## config.mk

```make
export PLATFORM = sky130hd
export DESIGN_NAME = atl_back
export DESIGN_NICKNAME = d
export VERILOG_FILES = /design/src/hdl/atl_pkg.sv /design/src/hdl/atl_back.sv
export SDC_FILE = /design/constraint.sdc
export NUM_CORES = 2
export LEC_CHECK = 0
export ABC_AREA = 0
export ABC_CLOCK_PERIOD_IN_PS = 27700
export BUFFER_PORTS_ARGS = -buffer_cell sky130_fd_sc_hd__buf_2
export CAP_MARGIN = 20
export CORE_UTILIZATION = 40
export CTS_BUF_LIST = sky130_fd_sc_hd__clkbuf_16
export DETAILED_ROUTE_END_ITERATION = 12
export PLACE_DENSITY = 0.68
export SLEW_MARGIN = 20
export SYNTH_ARGS = -nofsm -noshare
export SYNTH_HDL_FRONTEND = slang
export SYNTH_SLANG_ARGS = --single-unit
```

## constraint.sdc

```tcl
create_clock -name i_clk -period 27.7 [get_ports i_clk]
set_input_delay 2.77 -clock i_clk [delete_from_list [all_inputs] [get_ports i_clk]]
set_output_delay 2.77 -clock i_clk [all_outputs]
set_load 0.01 [all_outputs]
```

## src/hdl/atl_pkg.sv

```systemverilog
// Package for the adaptive time-step limiter: widths, reset values, codes.
// No dependencies.
package atl_pkg;
    localparam int COMP_WIDTH_DEF = 16;
    localparam int STEP_WIDTH_DEF = 32;
    localparam int REG_IDX_W      = 2;
    localparam logic [31:0] SPEED_BOUND_RST  = 32'd65536;
    localparam logic [31:0] ENERGY_BOUND_RST = 32'd65536;
    localparam logic [15:0] GROWTH_RST       = 16'd256;
    localparam logic [31:0] INIT_STEP_RST    = 32'd65536;

    typedef enum logic [1:0] {
        REG_SPEED_BOUND  = 2'd0,
        REG_ENERGY_BOUND = 2'd1,
        REG_GROWTH       = 2'd2,
        REG_INIT_STEP    = 2'd3
    } t_reg_idx;

    typedef enum logic [1:0] {
        LIM_GROWTH = 2'd0,
        LIM_SPEED  = 2'd1,
        LIM_ENERGY = 2'd2
    } t_limit;

    // front-to-back queue entry: maxima snapshot at end of pass
    typedef struct packed {
        logic [31:0] max_vs;
        logic [63:0] max_vf;
    } t_pass;
endpackage

```

## src/hdl/atl_back.sv

```systemverilog
// Back end: root and divide per pass, picks the smallest candidate step.
// Depends on atl_pkg.
module atl_back
    import atl_pkg::*;
#(
    parameter int STEP_WIDTH = STEP_WIDTH_DEF
) (
    input  logic        i_clk,
    input  logic        i_rst_n,
    input  logic        i_q_valid,
    output logic        o_q_ready,
    input  t_pass       i_q_pass,
    input  logic [31:0] i_speed_bound,
    input  logic [31:0] i_energy_bound,
    input  logic [15:0] i_growth,
    input  logic [31:0] i_init_step,
    input  logic        i_load_step,
    output logic        o_valid,
    input  logic        i_ready,
    output logic [31:0] o_step,
    output logic [1:0]  o_limit
);
    localparam logic [63:0] STEP_MAX = 64'((65'd1 << STEP_WIDTH) - 65'd1);

    typedef enum logic [2:0] {
        S_IDLE, S_GROW, S_SQRT, S_DIV, S_PICK, S_OUT
    } t_state;

    t_state       r_state;
    logic         r_phase;      // 0 speed bound, 1 energy bound
    logic [31:0]  r_cur;
    logic [63:0]  r_best;
    logic [1:0]   r_which;
    logic [31:0]  r_mvs;
    logic [63:0]  r_mvf;
    logic [63:0]  r_gprod;
    // root unit
    logic [63:0]  r_rv, r_rr, r_rbit;
    // divide unit
    logic [47:0]  r_num;
    logic [47:0]  r_quo;
    logic [32:0]  r_rem;
    logic [5:0]   r_cnt;
    logic         r_out_v;
    logic [31:0]  r_out_step;
    logic [1:0]   r_out_lim;

    logic [63:0]  sum_rb;
    logic [32:0]  rem_sh;
    logic [63:0]  cand;
    assign sum_rb = r_rr + r_rbit;
    assign rem_sh = {r_rem[31:0], r_num[47]};
    assign cand   = (64'(r_quo) > STEP_MAX) ? STEP_MAX : 64'(r_quo);

    assign o_q_ready = (r_state == S_IDLE) && !r_out_v;

    always_ff @(posedge i_clk) begin
        if (!i_rst_n) begin
            r_state <= S_IDLE;
            r_out_v <= 1'b0;
            r_cur   <= INIT_STEP_RST;
        end else begin
            if (r_out_v && i_ready) r_out_v <= 1'b0;
            if (i_load_step) r_cur <= i_init_step;
            unique case (r_state)
                S_IDLE: begin
                    if (i_q_valid && !r_out_v) begin
                        r_mvs   <= i_q_pass.max_vs;
                        r_mvf   <= i_q_pass.max_vf;
                        r_gprod <= 64'(i_growth) * 64'(r_cur);
                        r_state <= S_GROW;
                    end
                end
                S_GROW: begin
                    r_best  <= ((r_gprod >> 8) > STEP_MAX) ? STEP_MAX : (r_gprod >> 8);
                    r_which <= LIM_GROWTH;
                    r_phase <= 1'b0;
                    r_rr    <= '0;
                    r_rbit  <= 64'd1 << 62;
                    if (r_mvs != 0) begin
                        r_rv    <= {16'd0, r_mvs, 16'd0};
                        r_state <= S_SQRT;
                    end else if (r_mvf != 0) begin
                        r_rv    <= r_mvf;
                        r_phase <= 1'b1;
                        r_state <= S_SQRT;
                    end else begin
                        r_state <= S_OUT;
                    end
                end
                S_SQRT: begin
                    if (r_rbit == 0) begin
                        r_num   <= {r_phase ? i_energy_bound : i_speed_bound, 16'd0};
                        r_rem   <= '0;
                        r_cnt   <= 6'd47;
                        r_state <= S_DIV;
                    end else begin
                        if (r_rv >= sum_rb) begin
                            r_rv <= r_rv - sum_rb;
                            r_rr <= (r_rr >> 1) + r_rbit;
                        end else begin
                            r_rr <= r_rr >> 1;
                        end
                        r_rbit <= r_rbit >> 2;
                    end
                end
                S_DIV: begin
                    r_num <= {r_num[46:0], 1'b0};
                    if (64'(rem_sh) >= r_rr) begin
                        r_rem <= 33'(64'(rem_sh) - r_rr);
                        r_quo <= {r_quo[46:0], 1'b1};
                    end else begin
                        r_rem <= rem_sh;
                        r_quo <= {r_quo[46:0], 1'b0};
                    end
                    if (r_cnt == 0) r_state <= S_PICK;
                    r_cnt <= r_cnt - 6'd1;
                end
                S_PICK: begin
                    if (cand <= r_best) begin
                        r_best  <= cand;
                        r_which <= r_phase ? LIM_ENERGY : LIM_SPEED;
                    end
                    if (!r_phase && r_mvf != 0) begin
                        r_phase <= 1'b1;
                        r_rv    <= r_mvf;
                        r_rr    <= '0;
                        r_rbit  <= 64'd1 << 62;
                        r_state <= S_SQRT;
                    end else begin
                        r_state <= S_OUT;
                    end
                end
                S_OUT: begin
                    r_out_v    <= 1'b1;
                    r_out_step <= r_best[31:0];
                    r_out_lim  <= r_which;
                    r_cur      <= r_best[31:0];
                    r_state    <= S_IDLE;
                end
                default: r_state <= S_IDLE;
            endcase
        end
    end

    assign o_valid = r_out_v;
    assign o_step  = r_out_step;
    assign o_limit = r_out_lim;
endmodule

```

==> metrics.md <==
| Metric | Value |
|---|---|
| Status | finished, final reports clean |
| Flip-flop and latch count after synthesis | 535 |
| Setup Crit Path Kind | primary input to flip-flop |
| First-pass GRT wire length | 214 mm |
| Root buffer cell | clkbuf_16 |
| CTS Hold Bufs | 0 |
| Main combinational cell family by area after synthesis | adder cells |
| Crit-path slowest cell | fa_1 |
| Distinct cells, synth | 85 |
| Max Root-Sink Buffers | 3 |
| Worst Path Buf+Inv | 6 |
| Lkg Pwr | 22.1 nW |
| Layout cells sized above 1 | around 9.6% |
| RSZ-0062 raised after global routing | false |
| Cell Pwr Density | 98.0 nW/um^2 |
| Footprint of the multi-input gates | 29100 sq um |
| Hold Crit Class | flip-flop to flip-flop |
| Num CTS Buffers | 61 |
| Clock transition at path regs | 60 ps |
| Die width | between 300 and 400 um |
| Synth cell count leaders | inv_1 (597), nand2_1 (582), edfxtp_1 (499) |
| Placed Cells | around 6.5k |
| Post-synthesis simple-gate area fraction | 14.9% |
| Register area | 15700 sq um |
| Slew HR | 32.4% |
| Final net count | 6000 |
| Post-CTS setup buffers | 0 |
| Area Overhead vs Synth | 10.2% |
| Aggregate global routing overflow | 0 |
| Crit path cell chain | buf_2, nand2_1, fa_1, inv_1, fa_1, inv_1, fa_1, inv_1, fa_1, fa_1, inv_1, fa_1, inv_1, ha_1, a21o_1, a211o_1, nor3b_1, a211oi_1, o21ai_1, nand2_1, a41oi_2, o221ai_1, a21oi_1, xnor2_1 |
| DP Wirelength | 106 mm |
| Largest net degree at the start of global routing | 78 |
| Power Internal | 0.00276 W |
| Fin cells | 6626 |
| Reg power frac | between 20% and 30% |
| Multiplexer area fraction after synthesis | 1.57% |
| Worst EP arrival | 9770 ps |
| Critical path capture point type | flip-flop |
| Starting density of the core | 40.4% |
| DR iter-0 viols | 3617 |
| WP data required | 28130 ps |
| Seq/Total Area, Yosys | between 30 and 40% |
| PortBufs | 248 |
| # fillers | 11.1k |
| Synth warn | 0 |
| Routed WL per cell | 21.0 um |
| Period utilization | 33.7% |
| Core area | roughly 120000 sq um |
| Post-synth EDFFs | 499 |
| Clock network fraction of design power | 15.7% |
| Worst hold path cell count | 0 |
| Routability congestion estimate from global placement | 0.968 |
| Ports | 249 |
| Antenna Nets Post-Route | 0 |
| Psw | 0.00239 W |
| Fin. Hold Viols | 0 |
| Resize count post-CTS | 0 |
| Clock sink count | 535 |
| Total GRT Usage | a little under a quarter |
| Final TNS setup | 0 ps |
| Syn Area/Cell | 9.79 sq um |
| Async set-reset flop share out of synthesis | 0% |
| Max Fclk | 0.107 GHz |
| Worst Clk Skew | 84.1 ps |
| Synth Flop Type | edfxtp_1 |
| Slew Viols, Final | 0 |
| Post-Synth XOR/XNOR Area | between 4 and 5% |
| Vias in the first global route | 36.7k |
| First-pass iteration count of the detailed router | 6 |
| Std cell rows | 126 |
| Synth top area cells | edfxtp_1 (31%), fa_1 (18%), ha_1 (8.7%) |
| Worst-margin pin slew | 1010 ps |
| H-tree levels | 2 |
| MaxCap Viol Count | 0 |
| Adder-cell area share of the yosys netlist | 26.2% |
| Most frequent CP cell | fa_1 |
| Peak supply drop | 0.0680 mV |
| Clk_lat worst skew | 720 ps |
| Max incr delay on CP | 570 ps |
| Die Y | 347 um |
| Fin crit period | between 9000 and 10000 ps |
| Ant. Diodes | 0 |
| CP Max Fanout | 32 |
| Post-DR vias/cell | 5.61 |
| Mapped Cells | 4871 |
| R2R depth | 21 |
| Vias | around 37k |
| Yosys top cell area share | 31.4% |
| Top delay family on crit path | adder cells |
| Switching Share | 46.4% |
| Die ar. | about 120000 sq um |
| CP Depth | 24 |
| CP startpoint kind | primary input |
| Synth area leader | edfxtp_1 |
| Share of power burned in combinational logic | 59.0% |
| Final Setup Violations | 0 |
| CTS tree | done |
| Detailed-route wire length | 139 mm |
| Synth Area in Compound Gates | a little over an eighth |
| Initial antenna violation count | 11 |
| Remaining DRCs | 0 |
| Cell with the most instances after synthesis | inv_1 |
| Mapped Area | 47700 sq um |
[area by class of cell]
| type | count | share of cell area (%) |
|---|---|---|
| clock buffers | 61 | 2.90 |
| clock inverters | 54 | 0.885 |
| inverters | 597 | 4.27 |
| multi-input cells | 3549 | 55.4 |
| flip-flops and latches | 535 | 29.9 |
| well taps | 1536 | 3.66 |
| repair buffers | 294 | 3.02 |
[flip-flops by register name, indices dropped and copies added, names as in the netlist, 2 cells and up]
name     count
o_limit      2
o_step      32
r_best      48
r_cnt        6
r_cur       32
r_gprod     40
r_mvf       64
r_mvs       32
r_num       32
r_quo       48
r_rbit      32
r_rem       32
r_rr        64
r_rv        64
r_state      3
r_which      2
[cells in the final DEF (no fill, tap or decap), types with 78 or more instances in the layout]
cell type	instances
xor2_1	102
nor2_1	234
fa_1	419
nand4_1	78
ha_1	330
a21oi_1	224
edfxtp_1	499
and2_1	250
o21ai_0	213
buf_2	248
xnor2_1	131
inv_1	604
a21o_1	117
nand2_1	580
[worst register-to-register path, cell delays in order, from the launching register on]
cell	delay, ps
edfxtp_1	500
ha_1	380
nand2_1	160
or3_1	440
o221ai_1	420
a22oi_1	200
a221oi_1	640
a21o_1	230
and3_1	260
o21bai_1	90
a21bo_1	200
xor2_1	160
ha_1	420
nand4_1	220
nor4_1	680
nand3_1	280
o211ai_1	220
nand3b_1	150
buf_4	660
o21ai_0	320
a21boi_4	200
buf_4	750
[power by group through the flow]
stage	logic, W	registers [W]	clock network (W)
finish	0.00304	0.00130	0.000810
global route	0.00338	0.00132	0.000852
CTS	0.00301	0.00130	0.000826
detailed placement	0.00299	0.00131	0
global placement	0.00296	0.00131	0
floorplan	0.00225	0.00126	0
[per-layer routing]
layer	GRT usage (%)	vias up	wire length (um)	part of all wire (%)
li1	-	17000	-	-
met1	32.1	18400	61200	44
met2	35.6	1460	62200	45
met3	4.42	237	11700	8.4
met4	6.33	12	3870	2.8
met5	0	-	77	0.055
[stage by stage]
stage	hold WS [ps]	instance area [sq um]	utilization (%)	power [W]	setup slack, ps
floorplan	400	47800	-	0.00351	17540
global placement	406	50600	42.8	0.00427	17770
detailed placement	405	50600	42.8	0.00431	17700
CTS	421	52600	44.5	0.00514	18420
global route	439	52600	44.5	0.00555	17970
finish	430	52600	44.5	0.00515	18360
[final timing paths]
kind                               endpoint        start  slack [ps]
worst min register to register    r_quo[18]    r_quo[17]         430
worst max register to register     r_rv[53]     r_rr[14]       19560
worst max-delay path            r_gprod[47]  i_growth[9]       18360
worst min-delay path              r_quo[18]    r_quo[17]         430
[logic make-up (layout without fill, tap and decap cells)]
family / after synthesis / after routing
flops: 535 / 535
xor+xnor: 233 / 233
fa+ha+maj: 749 / 749
other cells: 1 / 32
compound gates: 987 / 987
simple gates: 1473 / 1473
buf+inv: 818 / 1006
mux: 75 / 75
Power figures use the tool's default switching activity.
